===== src/hw/rtl/idiv_pkg.sv =====
`timescale 1ns / 1ps
// ----------------------------------------------------------------------------
// idiv_pkg
// Shared types and constants for the 32-bit restoring integer divider.
// ----------------------------------------------------------------------------
package idiv_pkg;

  localparam int unsigned WORD_W = 32;
  localparam int unsigned CNT_W  = $clog2(WORD_W);
  localparam int unsigned FUNC_W = 2;

  // Operation selector codes carried on in_tuser.
  localparam logic [FUNC_W-1:0] FUNC_UQUO = 2'd0;
  localparam logic [FUNC_W-1:0] FUNC_UREM = 2'd1;
  localparam logic [FUNC_W-1:0] FUNC_SQUO = 2'd2;
  localparam logic [FUNC_W-1:0] FUNC_RSVD = 2'd3;

  localparam logic [CNT_W-1:0] LAST_STEP = CNT_W'(WORD_W - 1);

  typedef enum logic [1:0] {
    ST_IDLE,
    ST_CALC,
    ST_FIX
  } idiv_state_t;

  // Commands from the controller to the datapath.
  typedef struct packed {
    logic load;
    logic step;
    logic finish;
  } idiv_cmd_t;

  // Status from the datapath to the controller.
  typedef struct packed {
    logic out_free;
  } idiv_status_t;

endpackage


===== src/hw/rtl/idiv_ctrl.sv =====
`timescale 1ns / 1ps
// ----------------------------------------------------------------------------
// idiv_ctrl
// Sequencer for the divider: load, 32 shift-subtract steps, then result.
// ----------------------------------------------------------------------------
module idiv_ctrl (
  input  logic                    clk,
  input  logic                    rst_n,
  input  logic                    in_valid,
  output logic                    in_ready,
  output idiv_pkg::idiv_cmd_t     cmd,
  input  idiv_pkg::idiv_status_t  status
);
  import idiv_pkg::*;

  idiv_state_t        state_r, state_nxt;
  logic [CNT_W-1:0]   cnt_r, cnt_nxt;

  always_ff @(posedge clk) begin
    if (!rst_n) begin
      state_r <= ST_IDLE;
      cnt_r   <= '0;
    end else begin
      state_r <= state_nxt;
      cnt_r   <= cnt_nxt;
    end
  end

  always_comb begin
    state_nxt  = state_r;
    cnt_nxt    = cnt_r;
    in_ready   = 1'b0;
    cmd.load   = 1'b0;
    cmd.step   = 1'b0;
    cmd.finish = 1'b0;
    unique case (state_r)
      ST_IDLE: begin
        in_ready = 1'b1;
        if (in_valid) begin
          cmd.load  = 1'b1;
          cnt_nxt   = '0;
          state_nxt = ST_CALC;
        end
      end
      ST_CALC: begin
        cmd.step = 1'b1;
        cnt_nxt  = cnt_r + CNT_W'(1);
        if (cnt_r == LAST_STEP) begin
          state_nxt = ST_FIX;
        end
      end
      ST_FIX: begin
        if (status.out_free) begin
          cmd.finish = 1'b1;
          state_nxt  = ST_IDLE;
        end
      end
      default: begin
        state_nxt = ST_IDLE;
      end
    endcase
  end

  // An accepted beat always starts the step sequence from the first step.
  a_load_starts: assert property (@(posedge clk) disable iff (!rst_n)
    cmd.load |=> (state_r == ST_CALC) && (cnt_r == '0))
    else $error("load did not start the step sequence");

  // The last step hands over to the result stage.
  a_last_step: assert property (@(posedge clk) disable iff (!rst_n)
    (state_r == ST_CALC) && (cnt_r == LAST_STEP) |=> (state_r == ST_FIX))
    else $error("last step did not reach the result stage");

  // No new beat is taken while a division is in progress.
  a_no_overlap: assert property (@(posedge clk) disable iff (!rst_n)
    cmd.step |-> !in_ready && !cmd.load)
    else $error("input accepted during a division");

endmodule


===== src/hw/rtl/idiv_dpath.sv =====
`timescale 1ns / 1ps
// ----------------------------------------------------------------------------
// idiv_dpath
// Operand registers, restoring shift-subtract step and output register.
// ----------------------------------------------------------------------------
module idiv_dpath (
  input  logic                              clk,
  input  logic                              rst_n,
  input  idiv_pkg::idiv_cmd_t               cmd,
  output idiv_pkg::idiv_status_t            status,
  input  logic [idiv_pkg::FUNC_W-1:0]       func,
  input  logic [idiv_pkg::WORD_W-1:0]       dividend_word,
  input  logic [idiv_pkg::WORD_W-1:0]       divisor_word,
  output logic                              out_valid,
  input  logic                              out_ready,
  output logic [idiv_pkg::WORD_W-1:0]       result_word,
  output logic                              div_by_zero
);
  import idiv_pkg::*;

  logic [WORD_W-1:0] quo_r, quo_nxt;
  logic [WORD_W-1:0] rem_r, rem_nxt;
  logic [WORD_W-1:0] den_r;
  logic              neg_r, sel_rem_r, dz_r;
  logic              out_valid_r, out_valid_nxt;
  logic [WORD_W-1:0] out_data_r;
  logic              out_dz_r;

  logic              is_signed, is_rem;
  logic [WORD_W-1:0] abs_n, abs_d, fin_res;
  logic [WORD_W:0]   shifted;
  logic [WORD_W+1:0] diff;
  logic              take;

  always_comb begin
    unique case (func)
      FUNC_UQUO: begin is_signed = 1'b0; is_rem = 1'b0; end
      FUNC_UREM: begin is_signed = 1'b0; is_rem = 1'b1; end
      FUNC_SQUO: begin is_signed = 1'b1; is_rem = 1'b0; end
      FUNC_RSVD: begin is_signed = 1'b1; is_rem = 1'b0; end
      default:   begin is_signed = 1'b0; is_rem = 1'b0; end
    endcase
  end

  assign abs_n = (is_signed && dividend_word[WORD_W-1]) ? (~dividend_word + WORD_W'(1))
                                                        : dividend_word;
  assign abs_d = (is_signed && divisor_word[WORD_W-1]) ? (~divisor_word + WORD_W'(1))
                                                       : divisor_word;

  // One restoring step: bring down the next dividend bit and trial-subtract.
  assign shifted = {rem_r, quo_r[WORD_W-1]};
  assign diff    = {1'b0, shifted} - {2'b00, den_r};
  assign take    = ~diff[WORD_W+1];
  assign rem_nxt = take ? diff[WORD_W-1:0] : shifted[WORD_W-1:0];
  assign quo_nxt = {quo_r[WORD_W-2:0], take};

  always_comb begin
    priority if (dz_r) begin
      fin_res = '1;
    end else if (sel_rem_r) begin
      fin_res = rem_r;
    end else if (neg_r) begin
      fin_res = ~quo_r + WORD_W'(1);
    end else begin
      fin_res = quo_r;
    end
  end

  always_ff @(posedge clk) begin
    if (cmd.load) begin
      quo_r     <= abs_n;
      den_r     <= abs_d;
      rem_r     <= '0;
      neg_r     <= is_signed && (dividend_word[WORD_W-1] ^ divisor_word[WORD_W-1]);
      sel_rem_r <= is_rem;
      dz_r      <= (divisor_word == '0);
    end else if (cmd.step) begin
      quo_r <= quo_nxt;
      rem_r <= rem_nxt;
    end
    if (cmd.finish) begin
      out_data_r <= fin_res;
      out_dz_r   <= dz_r;
    end
  end

  always_comb begin
    out_valid_nxt = out_valid_r;
    priority if (cmd.finish) begin
      out_valid_nxt = 1'b1;
    end else if (out_ready) begin
      out_valid_nxt = 1'b0;
    end
  end

  always_ff @(posedge clk) begin
    if (!rst_n) begin
      out_valid_r <= 1'b0;
    end else begin
      out_valid_r <= out_valid_nxt;
    end
  end

  assign status.out_free = !out_valid_r || out_ready;
  assign out_valid       = out_valid_r;
  assign result_word     = out_data_r;
  assign div_by_zero     = out_dz_r;

  // A result is only written when the output register is empty or draining.
  a_no_overwrite: assert property (@(posedge clk) disable iff (!rst_n)
    cmd.finish |-> (!out_valid_r || out_ready))
    else $error("output register overwritten");

  // A finished division always shows up on the output.
  a_finish_valid: assert property (@(posedge clk) disable iff (!rst_n)
    cmd.finish |=> out_valid_r)
    else $error("finished result not presented");

  // A zero divisor always yields an all-ones word.
  a_dz_ones: assert property (@(posedge clk) disable iff (!rst_n)
    (out_valid_r && out_dz_r) |-> (out_data_r == '1))
    else $error("divide by zero result not all ones");

endmodule


===== src/hw/rtl/integer_divider_32_unit.sv =====
`timescale 1ns / 1ps
// ----------------------------------------------------------------------------
// integer_divider_32_unit
// 32-bit integer divider: unsigned quotient, unsigned remainder or signed
// quotient, one result beat per input beat.
// ----------------------------------------------------------------------------
// Usage notes.
// Each input beat carries a dividend and a divisor on in_tdata and the
// operation on in_tuser. Each one produces exactly one output beat holding
// the result word on out_tdata and a divide-by-zero flag on out_tuser.
// A beat is taken only while the divider is idle. The division itself is a
// restoring shift-subtract loop that retires one quotient bit per cycle, so
// the 32 steps set the pace: the magnitudes are loaded at the accepting
// edge, then come the 32 steps, and then the sign-fix stage applies the sign
// and writes the output register. The next beat is accepted only once the
// sequencer is back in idle.
// The output register decouples the two sides: the divider takes the next
// beat while an earlier result still waits. If the receiver stalls, the
// finished result waits in the sign-fix stage until the register frees.
// Signed quotients truncate toward zero; the most negative value divided by
// minus one wraps to itself. A zero divisor gives all ones with the flag set.
// Synchronous reset empties the output register and idles the sequencer.
// ----------------------------------------------------------------------------
module integer_divider_32_unit (
  input  logic                            clk,
  input  logic                            rst_n,
  input  logic                            in_tvalid,
  output logic                            in_tready,
  input  logic [2*idiv_pkg::WORD_W-1:0]   in_tdata,  // divisor_word (upper half), dividend_word (lower half)
  input  logic [idiv_pkg::FUNC_W-1:0]     in_tuser,  // func
  output logic                            out_tvalid,
  input  logic                            out_tready,
  output logic [idiv_pkg::WORD_W-1:0]     out_tdata, // result_word
  output logic                            out_tuser  // div_by_zero
);
  import idiv_pkg::*;

  // Command and status bundles between the sequencer and the datapath.
  idiv_cmd_t    cmd;
  idiv_status_t status;

  // The sequencer owns the input handshake and the step count.
  idiv_ctrl u_ctrl (
    .clk      (clk),
    .rst_n    (rst_n),
    .in_valid (in_tvalid),
    .in_ready (in_tready),
    .cmd      (cmd),
    .status   (status)
  );

  // The datapath holds the operands, the shift-subtract step and the
  // output register with its valid flag.
  idiv_dpath u_dpath (
    .clk           (clk),
    .rst_n         (rst_n),
    .cmd           (cmd),
    .status        (status),
    .func          (in_tuser),
    .dividend_word (in_tdata[WORD_W-1:0]),
    .divisor_word  (in_tdata[2*WORD_W-1:WORD_W]),
    .out_valid     (out_tvalid),
    .out_ready     (out_tready),
    .result_word   (out_tdata),
    .div_by_zero   (out_tuser)
  );

endmodule

===== config.mk =====
export PLATFORM = sky130hd
export DESIGN_NAME = integer_divider_32_unit
export DESIGN_NICKNAME = d
export VERILOG_FILES = /design/src/hw/rtl/idiv_pkg.sv /design/src/hw/rtl/idiv_ctrl.sv /design/src/hw/rtl/idiv_dpath.sv /design/src/hw/rtl/integer_divider_32_unit.sv
export SDC_FILE = /design/constraint.sdc
export NUM_CORES = 1
export LEC_CHECK = 0
export ABC_CLOCK_PERIOD_IN_PS = 4300
export CORE_MARGIN = 4
export CORE_UTILIZATION = 55
export DETAILED_ROUTE_END_ITERATION = 10
export DONT_BUFFER_PORTS = 1
export GPL_ROUTABILITY_DRIVEN = 0
export PLACE_DENSITY = 0.7
export SLEW_MARGIN = 0
export SYNTH_ARGS = -nofsm -noshare
export SYNTH_HDL_FRONTEND = slang
export SYNTH_HIERARCHICAL = 1
export SYNTH_SLANG_ARGS = --single-unit

===== constraint.sdc =====
create_clock -name clk -period 4.3 [get_ports clk]
set_clock_uncertainty 0.15 [all_clocks]
set_input_delay 0.215 -clock clk [delete_from_list [all_inputs] [get_ports clk]]
set_output_delay 0.215 -clock clk [all_outputs]
set_load 0.03 [all_outputs]

==> results by group, run 1 <==
STA
  • Max-slew headroom: about a quarter
  • Final count of hold timing violations: 0
  • Final critical-path required period: around 3.5 ns
  • Fin crit share: between 80% and 90%
  • Max Fclk: roughly 0.28 GHz
  • RSZ-0062 raised after global routing: false
  • Pins Over Slew Limit: 0
  • Setup tns final: 0 ns
  • Final setup viols: 0
  • Worst-margin pin slew: approximately 1.1 ns
  • Hold_ws: roughly 0.025 ns

Critical path
  • Reg2reg path depth: 12
  • CP max FO: 5
  • Worst reg2reg startpoint: u_dpath/quo_r[31]
  • Crit end category: register
  • R2R Setup Slk: about 0.77 ns
  • Critical path class: register to register
  • Worst Setup Start Kind: register
  • WP data required: between 4 and 5 ns
  • WP data arrival: about 3.7 ns
  • Worst R2R End: u_dpath/rem_r[24]

Yosys
  • Cell variety after synth: just under 80
  • Register area share after synthesis: around two fifths
  • Synthesis-stage register bit count: 140
  • Synth Cell Area: 9513 um2
  • FFs w/ async S/R, synth: 0%
  • Syn nets: ~1,100
  • Synth Instances: between 1,000 and 1,500
  • Synthesized area per cell: a little over 9 um2
  • Yosys Warn Count: 6
  • EDFF count, synth: 100
  • Most used DFF post-synth: edfxtp_1

Clock network
  • CTS tree: done
  • Worst-Skew Late Latency: around 0.43 ns
  • Clock Path Buffers: 2
  • Clock-pin slew on the worst setup and hold paths: roughly 0.060 ns
  • Root buffer cell: clkbuf_16
  • Post_cts resized: 0
  • H-tree depth: 4
  • CTS Sinks: 140
  • Total CTS buffers: 17

Layout
  • Most common cell after layout, fill and taps aside: nor2_1
  • Final instance area: roughly 11,000 um2
  • Nets: roughly 1,200
  • Share of cells above drive strength 1: a little over 6%
  • Area occupied by multi-input gates: 5285 um2
  • Most used cells in the layout excluding fill and tap cells: 103 x nor2_1, 100 x edfxtp_1, 97 x nand2_1, 78 x dlygate4sd3_1, 78 x a21oi_1
  • Register area: between 3000 and 4000 um2
  • Final core utilization: between 60% and 70%
  • Cell Count, Final, Fillers Out: between 1,000 and 1,500
  • Fill cells: around 1,400
  • Diode count: 0
  • Area Overhead vs Synth: 16.06%

Worst hold path
  • Worst Hold Path EP: u_dpath/dz_r
  • Worst hold path class: primary input to register
  • Hold Crit Depth: 2
  • Hold Startpoint: in_tdata[59]

Power and ir drop
  • Comb pwr share: 31.1%
  • Pwr dens: about 430 nW/um2
  • Sw frac: ~34%
  • Sequential share of power: 37.4%
  • Switching power: about 1.6 mW
  • Internal power: ~3.1 mW
  • Clock share of power: between 30% and 40%
  • Leakage power: roughly 4.1 nW
  • Worst VDD drop: between 0.3 and 0.4 mV

Flow run
  • Max Cap Viol: 0

Routing
  • Average wire per standard cell: 19.56 um
  • Initial drt markers: approximately 810
  • Via count: 8,173
  • Total wire length: between 20,000 and 30,000 um
  • Vias per cell: 6.164
  • Routed Antenna Nets: 0
  • Drt pass-1 iters: 5
  • DRC viols: 0

Floorplan
  • I/O Pins: about 110
  • Die Y: approximately 140 um
  • Starting Density: 56.76%
  • Core Box Area: around 17,000 um2
  • Num rows: 47
  • Die Wd: approximately 140 um
  • Die area: 19,460 um2

Global route
  • GRT Overall Usage: between 20% and 30%
  • First-pass GRT wire length: around 40,000 um
  • Remaining Overflow, GRT: 0
  • Largest net degree at the start of global routing: around 120
  • Initial antenna violation count: 0
  • Vias in the first global route: 7,811

Placement
  • Dpl cell area: 9658 um2
  • Detailed Place HPWL: 17,850 um
  • Placed insts: between 1,000 and 1,500
  • I/O Buffers: 0

Outcome
  • Status: completed
==> sequential cells by signal, indices dropped and copies added, names as in the netlist <==
register             cells
u_dpath/div_by_zero      1
u_dpath/rem_r           32
u_dpath/den_r           32
u_dpath/neg_r            1
u_dpath/quo_r           32
u_ctrl/cnt_r             5
u_dpath/result_word     32
u_ctrl/state_r           2
u_dpath/dz_r             1
u_dpath/out_valid        1
u_dpath/sel_rem_r        1
==> Yosys cell counts (11+ instances only) <==
| library cell | count | area share [%] |
|---|---|---|
| o21ai_0 | 38 | 2.0 |
| nand4_1 | 11 | 0.72 |
| o211ai_1 | 27 | 2.1 |
| a21oi_1 | 78 | 4.1 |
| xnor2_1 | 63 | 5.8 |
| mux2i_1 | 24 | 2.5 |
| nor3_1 | 21 | 1.1 |
| or3_1 | 14 | 0.92 |
| a211oi_1 | 17 | 1.3 |
| a21o_1 | 19 | 1.5 |
| xor2_1 | 47 | 4.3 |
| nand3_1 | 20 | 1.1 |
| clkbuf_1 | 42 | 1.7 |
| edfxtp_1 | 100 | 32 |
| ha_1 | 37 | 4.9 |
| dfxtp_1 | 40 | 8.4 |
| nand2_1 | 97 | 3.8 |
| o31ai_1 | 20 | 1.6 |
| nor2_1 | 104 | 4.1 |
| inv_1 | 56 | 2.2 |
==> cells by family after synthesis <==
family	Yosys count	share of synthesized area, %
xor+xnor	110	10.13
compound gates	273	19.90
buf+inv	106	4.564
fa+ha+maj	38	5.077
flops	140	39.98
mux	25	2.644
simple gates	344	17.70
==> stage by stage <==
step	total power, mW	setup slack, ns
after floorplan	2.845	0.7947
final	4.742	0.7655
after detailed placement	3.164	0.8202
after CTS	4.730	0.8138
after global routing	4.992	0.5469
after global placement	3.145	0.9292
==> cell type report <==
cell class,count,share of cell area (%)
inverter,57,1.938
multi-input combinational,790,47.87
clock inverter,13,1.145
clock buffer,19,4.306
timing repair buffer,87,7.797
tap,220,2.493
sequential,140,34.45
==> timing repair <==
item                                    in CTS  in global routing
endpoints found under the setup margin       0                  0
setup buffers                                0                  0
hold endpoints to repair                    75                  0
hold buffers                                78                  0
==> power by group through the flow <==
stage | Combinational (mW) | Sequential, mW | Clock (mW)
2_1_floorplan | 1.12 | 1.73 | 0
6_report | 1.48 | 1.77 | 1.49
3_3_place_gp | 1.35 | 1.80 | 0
5_1_grt | 1.62 | 1.79 | 1.58
3_5_place_dp | 1.36 | 1.80 | 0
4_1_cts | 1.45 | 1.77 | 1.51
==> per-layer routing <==
metal,share of wire [%],track usage [%],wire (um)
met5,0,0,0
met4,2.5,8.445,646
met3,7.2,5.489,1868
met2,48,42.70,12330
met1,43,35.82,11090
==> worst max-delay path, cell delays in order (launching register included) <==
cell       delay (ns)
edfxtp_1         0.43
inv_1            0.09
ha_1             0.17
inv_1            0.06
fa_1             0.42
a21o_1           0.23
a221oi_2         0.35
o31a_1           0.25
o2111ai_1        0.18
nand4_1          0.25
a21oi_1          0.09
or4_1            0.51
a311oi_1         0.27
==> how the worst max path moves through the flow <==
| stage | from | endpoint | slack (ns) | depth (start not counted) |
|---|---|---|---|---|
| floorplan | u_ctrl/state_r[0] | u_dpath/quo_r[0] | 0.79 | 6 |
| global placement | u_dpath/rem_r[17] | u_dpath/rem_r[19] | 0.93 | 10 |
| detailed placement | u_dpath/quo_r[31] | u_dpath/rem_r[24] | 0.82 | 12 |
| CTS | u_dpath/quo_r[31] | u_dpath/rem_r[24] | 0.81 | 12 |
| global route | u_dpath/quo_r[31] | u_dpath/rem_r[24] | 0.55 | 12 |
| finish | u_dpath/quo_r[31] | u_dpath/rem_r[24] | 0.77 | 12 |
No activity file was read; power rests on OpenSTA's default activity.
==> run 2, diff against run 1 <==
--- a/config.mk
+++ b/config.mk
@@ -5,13 +5,13 @@
 export SDC_FILE = /design/constraint.sdc
 export NUM_CORES = 1
 export LEC_CHECK = 0
-export ABC_CLOCK_PERIOD_IN_PS = 4300
+export ABC_CLOCK_PERIOD_IN_PS = 3000
 export CORE_MARGIN = 4
 export CORE_UTILIZATION = 55
 export DETAILED_ROUTE_END_ITERATION = 10
 export DONT_BUFFER_PORTS = 1
 export GPL_ROUTABILITY_DRIVEN = 0
-export PLACE_DENSITY = 0.7
+export PLACE_DENSITY = 0.73
 export SLEW_MARGIN = 0
 export SYNTH_ARGS = -nofsm -noshare
 export SYNTH_HDL_FRONTEND = slang
==> constraint.sdc (replaced) <==
create_clock -name clk -period 3 [get_ports clk]
set_clock_uncertainty 0.15 [all_clocks]
set_input_delay 0.15 -clock clk [delete_from_list [all_inputs] [get_ports clk]]
set_output_delay 0.15 -clock clk [all_outputs]
set_load 0.03 [all_outputs]
==> results by group, run 2 (same netlist as run 1, synthesis figures left out) <==
Outcome
  • Status: finished, violations left (was completed)
  • Failing checks: negative setup slack

Critical path
  • Top delay family on crit path: compound AO/OA/AOI/OAI gates (unchanged)
  • Critical path class: register to register (unchanged)
  • Critical path buffers and inverters: 2 (unchanged)
  • Critical path's slowest cell: or4_4 (was or4_1)
  • CP max FO: 3 (was 5)
  • Worst Setup Start Kind: register (unchanged)
  • CP cell instances: ha_4 > inv_2 > fa_2 > a21o_1 > a221oi_2 > o31a_1 > o2111ai_2 > nand4_1 > buf_4 > a31o_2 > or4_4 > a311oi_2 (was inv_1 > ha_1 > inv_1 > fa_1 > a21o_1 > a221oi_2 > o31a_1 > o2111ai_1 > nand4_1 > a21oi_1 > or4_1 > a311oi_1)
  • Crit end category: register (unchanged)
  • WP data required: 3.19 ns (was 4.48 ns)
  • Largest stage delay on the critical path: 0.51 ns (about the same)
  • WP data arrival: 3.32 ns (was 3.72 ns)

Worst hold path
  • Worst hold path class: primary input to register (unchanged)

Layout
  • Fill cells: 1,180 (was 1,361)
  • Cell Count, Final, Fillers Out: 1,447 (was 1,326)
  • Area Overhead vs Synth: 29.07% (was 16.06%)
  • Share of cells above drive strength 1: 18.91% (was 6.058%)
  • Most common cell after layout, fill and taps aside: buf_4 (was nor2_1)
  • Nets: 1,322 (was 1,201)
  • Final core utilization: 73.26% (was 65.88%)
  • Most used cells in the layout excluding fill and tap cells: 117 x buf_4, 102 x nor2_1, 100 x edfxtp_1, 91 x nand2_1, 85 x dlygate4sd3_1 (was 103 x nor2_1, 100 x edfxtp_1, 97 x nand2_1, 78 x dlygate4sd3_1, 78 x a21oi_1)
  • Diode count: 0 (unchanged)

Global route
  • Remaining Overflow, GRT: 0 (unchanged)
  • Largest net degree at the start of global routing: 108 (was 119)
  • Vias in the first global route: 8,689 (was 7,811)
  • First-pass GRT wire length: 44,690 um (was 41,230 um)
  • GRT Overall Usage: 28.44% (was 26.44%)
  • Initial antenna violation count: 0 (unchanged)

Floorplan
  • Die Wd: 139.5 um (unchanged)
  • I/O Pins: 105 (unchanged)
  • Die Y: 139.5 um (unchanged)
  • Num rows: 47 (unchanged)
  • Starting Density: 56.76% (unchanged)
  • Die area: 19,460 um2 (unchanged)
  • Core Box Area: 16,760 um2 (unchanged)

Placement
  • Detailed Place HPWL: 19,060 um (was 17,850 um)
  • Placed insts: 1,313 (was 1,216)
  • I/O Buffers: 0 (unchanged)

Clock network
  • CTS Sinks: 140 (unchanged)
  • Clock-pin slew on the worst setup and hold paths: 0.07 ns (was 0.06 ns)
  • Worst-Skew Late Latency: 0.43 ns (about the same)
  • Total CTS buffers: 17 (unchanged)
  • H-tree depth: 4 (unchanged)
  • Clock Path Buffers: 2 (unchanged)
  • Root buffer cell: clkbuf_16 (unchanged)
  • CTS tree: done (unchanged)

Routing
  • Via count: 8,959 (was 8,173)
  • Drt pass-1 iters: 5 (unchanged)
  • Vias per cell: 6.191 (was 6.164)
  • DRC viols: 0 (unchanged)
  • Total wire length: 28,570 um (was 25,940 um)
  • Initial drt markers: 851 (was 814)
  • Routed Antenna Nets: 0 (unchanged)
  • Average wire per standard cell: 19.74 um (was 19.56 um)

STA
  • Max Fclk: 0.3189 GHz (was 0.2829 GHz)
  • Worst-margin pin slew: 0.9672 ns (was 1.103 ns)
  • Pins Over Slew Limit: 0 (unchanged)
  • Max-slew headroom: 35.45% (was 26.28%)
  • Worst setup margin: -0.1362 ns (was 0.7655 ns)
  • Final critical-path required period: 3.136 ns (was 3.535 ns)
  • Final count of hold timing violations: 0 (unchanged)
  • Final setup viols: 21 (was 0)
  • RSZ-0062 raised after global routing: true (was false)
  • Fin crit share: 104.5% (was 82.20%)

Power and ir drop
  • Sequential share of power: 33.6% (was 37.4%)
  • Clock share of power: 27.7% (was 31.4%)
  • Switching power: 2.540 mW (was 1.619 mW)
  • Comb pwr share: 38.7% (was 31.1%)
  • Leakage power: 4.780 nW (was 4.111 nW)
  • Pwr Total: 7.380 mW (was 4.742 mW)
  • Internal power: 4.840 mW (was 3.123 mW)
  • Pwr dens: 601.1 nW/um2 (was 429.5 nW/um2)
  • Worst VDD drop: 0.4745 mV (was 0.3310 mV)
  • Sw frac: 34.42% (was 34.14%)

Flow run
  • Max Cap Viol: 0 (unchanged)
==> run 2: worst register-to-register path: cells and delay by family, from the launching register on <==
kind	cells	cell delay [ns]
AO/OA/AOI/OAI	6	1.19
AND/OR/NAND/NOR	2	0.68
flip-flops	1	0.41
buffers and inverters	2	0.24
adder cells (fa/ha/maj)	2	0.37
==> run 2: power by group through the flow <==
| stage | clock, mW | combinational [mW] | sequential (mW) |
|---|---|---|---|
| after floorplan | 0 | 1.61 | 2.48 |
| after global placement | 0 | 2.36 | 2.50 |
| after detailed placement | 0 | 2.40 | 2.51 |
| after CTS | 2.06 | 2.69 | 2.47 |
| after global routing | 2.14 | 3.10 | 2.50 |
| final | 2.04 | 2.86 | 2.48 |
==> run 2: final timing paths <==
| check | slack [ns] | from | endpoint | cells after the start |
|---|---|---|---|---|
| worst max-delay path | -0.14 | u_dpath/den_r[0] | u_dpath/rem_r[28] | 12 |
| worst min-delay path | 0.03 | in_tdata[50] | u_dpath/den_r[21] | 3 |
| worst max register to register | -0.14 | u_dpath/den_r[0] | u_dpath/rem_r[28] | 12 |
| worst min register to register | 0.35 | u_ctrl/cnt_r[2] | u_ctrl/cnt_r[2] | 2 |
==> run 2: timing repair <==
action	CTS	global route
setup endpoints to repair	30	39
gates resized for setup	40	33
hold endpoints to repair	76	0
buffers inserted	8	9
cloned	1	0
pin swaps	38	25
hold buffers	85	0
==> run 2: routing by layer <==
layer  global-route usage (%)  wire length, um  up-vias
li1                         -                -     4152
met1                    36.65            11690     4252
met2                    46.67            13650      468
met3                    6.244             2141       87
met4                    11.48             1083        0
met5                        0                0        -
==> run 2: area by class of cell <==
| cell class | instances | area (um2) | area share (%) |
|---|---|---|---|
| clock inverters | 14 | 132.6 | 1.080 |
| clock buffers | 18 | 439.2 | 3.577 |
| well taps | 220 | 275.3 | 2.242 |
| flip-flops and latches | 140 | 3804 | 30.98 |
| multi-input cells | 790 | 5595 | 45.57 |
| inverters | 57 | 217.7 | 1.773 |
| repair buffers | 208 | 1814 | 14.78 |
==> run 2: stage by stage <==
step	area (um2)	setup WS [ns]	hold slack [ns]	setup TNS, ns
2_1_floorplan	9527	-0.06288	0.09887	-0.1208
3_3_place_gp	10400	-0.08419	0.09954	-0.2703
3_5_place_dp	10400	-0.1541	0.09950	-2.026
4_1_cts	12030	-0.1828	0.002776	-1.632
5_1_grt	12280	-0.3093	0.03133	-4.690
6_report	12280	-0.1362	0.02906	-1.313
==> run 3, diff against run 2 <==
--- a/config.mk
+++ b/config.mk
@@ -6,7 +6,7 @@
 export NUM_CORES = 1
 export LEC_CHECK = 0
 export ABC_CLOCK_PERIOD_IN_PS = 3000
-export CORE_MARGIN = 4
+export CORE_ASPECT_RATIO = 0.5
 export CORE_UTILIZATION = 55
 export DETAILED_ROUTE_END_ITERATION = 10
 export DONT_BUFFER_PORTS = 1
==> results by group, run 3 (same netlist as run 1, synthesis figures left out) <==
Worst hold path
  • Worst hold path class: primary input to register (unchanged)
  • Worst Hold Path EP: u_dpath/den_r[21] (unchanged)
  • Hold Startpoint: in_tdata[50] (unchanged)
  • Hold Crit Depth: 3 (unchanged)

Layout
  • Area Overhead vs Synth: 28.99% (was 29.07%)
  • Most common cell after layout, fill and taps aside: buf_4 (unchanged)
  • Nets: 1,312 (was 1,322)
  • Most used cells in the layout excluding fill and tap cells: 109 x buf_4, 101 x nor2_1, 100 x edfxtp_1, 94 x nand2_1, 80 x dlygate4sd3_1 (was 117 x buf_4, 102 x nor2_1, 100 x edfxtp_1, 91 x nand2_1, 85 x dlygate4sd3_1)
  • Final core utilization: 73.74% (was 73.26%)
  • Cell Count, Final, Fillers Out: 1,444 (was 1,447)
  • Area occupied by multi-input gates: 5595 um2 (unchanged)
  • Fill cells: 1,195 (was 1,180)
  • Register area: 3804 um2 (unchanged)
  • Diode count: 0 (unchanged)
  • Share of cells above drive strength 1: 18.49% (was 18.91%)
  • Final instance area: 12,270 um2 (was 12,280 um2)

Floorplan
  • Starting Density: 57.17% (was 56.76%)
  • Core Box Area: 16,640 um2 (was 16,760 um2)
  • I/O Pins: 105 (unchanged)
  • Num rows: 33 (was 47)
  • Die Y: 95.00 um (was 139.5 um)
  • Die Wd: 188.0 um (was 139.5 um)
  • Die area: 17,860 um2 (was 19,460 um2)

Placement
  • Placed insts: 1,319 (was 1,313)
  • Pre-CTS WS: -0.2609 ns (was -0.1541 ns)
  • Detailed Place HPWL: 19,130 um (was 19,060 um)
  • I/O Buffers: 0 (unchanged)
  • Dpl cell area: 10,430 um2 (was 10,400 um2)

Outcome
  • Failing checks: negative setup slack (unchanged)
  • Status: finished, violations left (unchanged)

Critical path
  • WP data arrival: 3.34 ns (was 3.32 ns)
  • CP max FO: 4 (was 3)
  • Worst reg2reg startpoint: u_dpath/den_r[5] (was u_dpath/den_r[0])
  • Critical path class: register to register (unchanged)
  • R2R Setup Slk: -0.16 ns (was -0.14 ns)
  • Worst R2R End: u_dpath/rem_r[28] (unchanged)
  • Critical path's slowest cell: or4_1 (was or4_4)
  • WP data required: 3.18 ns (was 3.19 ns)
  • Crit path launch: u_dpath/den_r[5] (was u_dpath/den_r[0])
  • Worst Setup Start Kind: register (unchanged)
  • Largest stage delay on the critical path: 0.51 ns (about the same)
  • Crit end category: register (unchanged)
  • Reg2reg path depth: 11 (was 12)
  • CP cell instances: inv_1 > ha_1 > and3_1 > a221oi_4 > o31a_1 > o2111ai_2 > nand4_1 > buf_4 > a31o_2 > or4_1 > a311oi_2 (was ha_4 > inv_2 > fa_2 > a21o_1 > a221oi_2 > o31a_1 > o2111ai_2 > nand4_1 > buf_4 > a31o_2 > or4_4 > a311oi_2)

Power and ir drop
  • Worst VDD drop: 0.5114 mV (was 0.4745 mV)
  • Pwr dens: 621.2 nW/um2 (was 601.1 nW/um2)
  • Leakage power: 4.744 nW (was 4.780 nW)

Global route
  • First-pass GRT wire length: 42,250 um (was 44,690 um)
  • Remaining Overflow, GRT: 0 (unchanged)
  • Vias in the first global route: 8,061 (was 8,689)
  • Largest net degree at the start of global routing: 102 (was 108)
  • GRT Overall Usage: 30.69% (was 28.44%)
  • Initial antenna violation count: 3 (was 0)

Routing
  • Average wire per standard cell: 19.45 um (was 19.74 um)
  • Vias per cell: 6.097 (was 6.191)
  • Via count: 8,804 (was 8,959)
  • Initial drt markers: 895 (was 851)
  • Drt pass-1 iters: 5 (unchanged)
  • DRC viols: 0 (unchanged)
  • Routed Antenna Nets: 0 (unchanged)
  • Total wire length: 28,080 um (was 28,570 um)

STA
  • Worst setup margin: -0.1608 ns (was -0.1362 ns)
  • Final critical-path required period: 3.161 ns (was 3.136 ns)
  • Pins Over Slew Limit: 0 (unchanged)
  • Max-slew headroom: 40.81% (was 35.45%)
  • Fin crit share: 105.4% (was 104.5%)
  • Worst-margin pin slew: 0.8869 ns (was 0.9672 ns)
  • Max Fclk: 0.3164 GHz (was 0.3189 GHz)
  • Final setup viols: 25 (was 21)
  • Final count of hold timing violations: 0 (unchanged)
  • RSZ-0062 raised after global routing: true (unchanged)

Clock network
  • H-tree depth: 4 (unchanged)
  • Worst-Skew Late Latency: 0.42 ns (was 0.43 ns)
  • Clock-pin slew on the worst setup and hold paths: 0.06 ns (was 0.07 ns)
  • Total CTS buffers: 17 (unchanged)
  • Clock Path Buffers: 2 (unchanged)
  • CTS Sinks: 140 (unchanged)
  • Root buffer cell: clkbuf_16 (unchanged)
  • CTS tree: done (unchanged)

Flow run
  • Max Cap Viol: 0 (unchanged)
==> run 3: power by group <==
part           switching (mW)  total [mW]  internal (mW)
registers               0.191        2.50           2.31
clock network           0.850        2.12           1.27
logic                    1.59        3.00           1.42
==> run 3: routing by layer <==
layer | vias up | part of all wire, % | track usage, %
met2 | 443 | 42 | 45.97
li1 | 4128 | - | -
met3 | 38 | 10 | 5.723
met5 | - | 0 | 0
met4 | 0 | 1.1 | 6.843
met1 | 4195 | 46 | 45.69
==> run 3: worst max-delay path: cells and delay by family, from the launching register on <==
kind,cells,cell delay [ns]
buf+inv,2,0.26
simple gates,3,0.90
flops,1,0.32
compound gates,5,1.06
fa+ha+maj,1,0.39
==> run 3: layout make-up <==
| type | instances | share of cell area, % |
|---|---|---|
| clock buffer | 24 | 4.374 |
| clock inverter | 8 | 0.5506 |
| timing repair buffer | 198 | 14.39 |
| inverter | 57 | 1.774 |
| multi-input combinational | 790 | 45.60 |
| tap | 227 | 2.315 |
| sequential | 140 | 31.00 |
==> run 3: how the worst max path moves through the flow <==
| stage | endpoint | slack, ns | cells after the start |
|---|---|---|---|
| global placement | u_dpath/rem_r[17] | -0.16 | 11 |
| CTS | u_dpath/rem_r[24] | -0.1 | 11 |
| detailed placement | u_dpath/rem_r[17] | -0.26 | 11 |
| global route | u_dpath/rem_r[28] | -0.30 | 11 |
| floorplan | u_dpath/rem_r[30] | -0.06 | 12 |
| finish | u_dpath/rem_r[28] | -0.16 | 11 |
==> run 3: per-stage QoR <==
step / setup TNS (ns) / hold slack (ns) / power (mW)
floorplan: -0.1208 / 0.09887 / 4.084
global placement: -0.6217 / 0.1004 / 4.914
detailed placement: -2.319 / 0.1005 / 4.976
CTS: -0.4692 / 0.0004241 / 7.288
global route: -4.644 / 0.02064 / 7.947
finish: -1.533 / 0.004395 / 7.623
==> run 3: repair_timing <==
action | in CTS | in global routing
hold endpoints to repair | 73 | 0
gates cloned | 0 | 3
hold buffers | 80 | 0
resized for setup | 23 | 48
pin swaps | 12 | 33
setup endpoints to repair | 28 | 37
setup buffers | 4 | 6
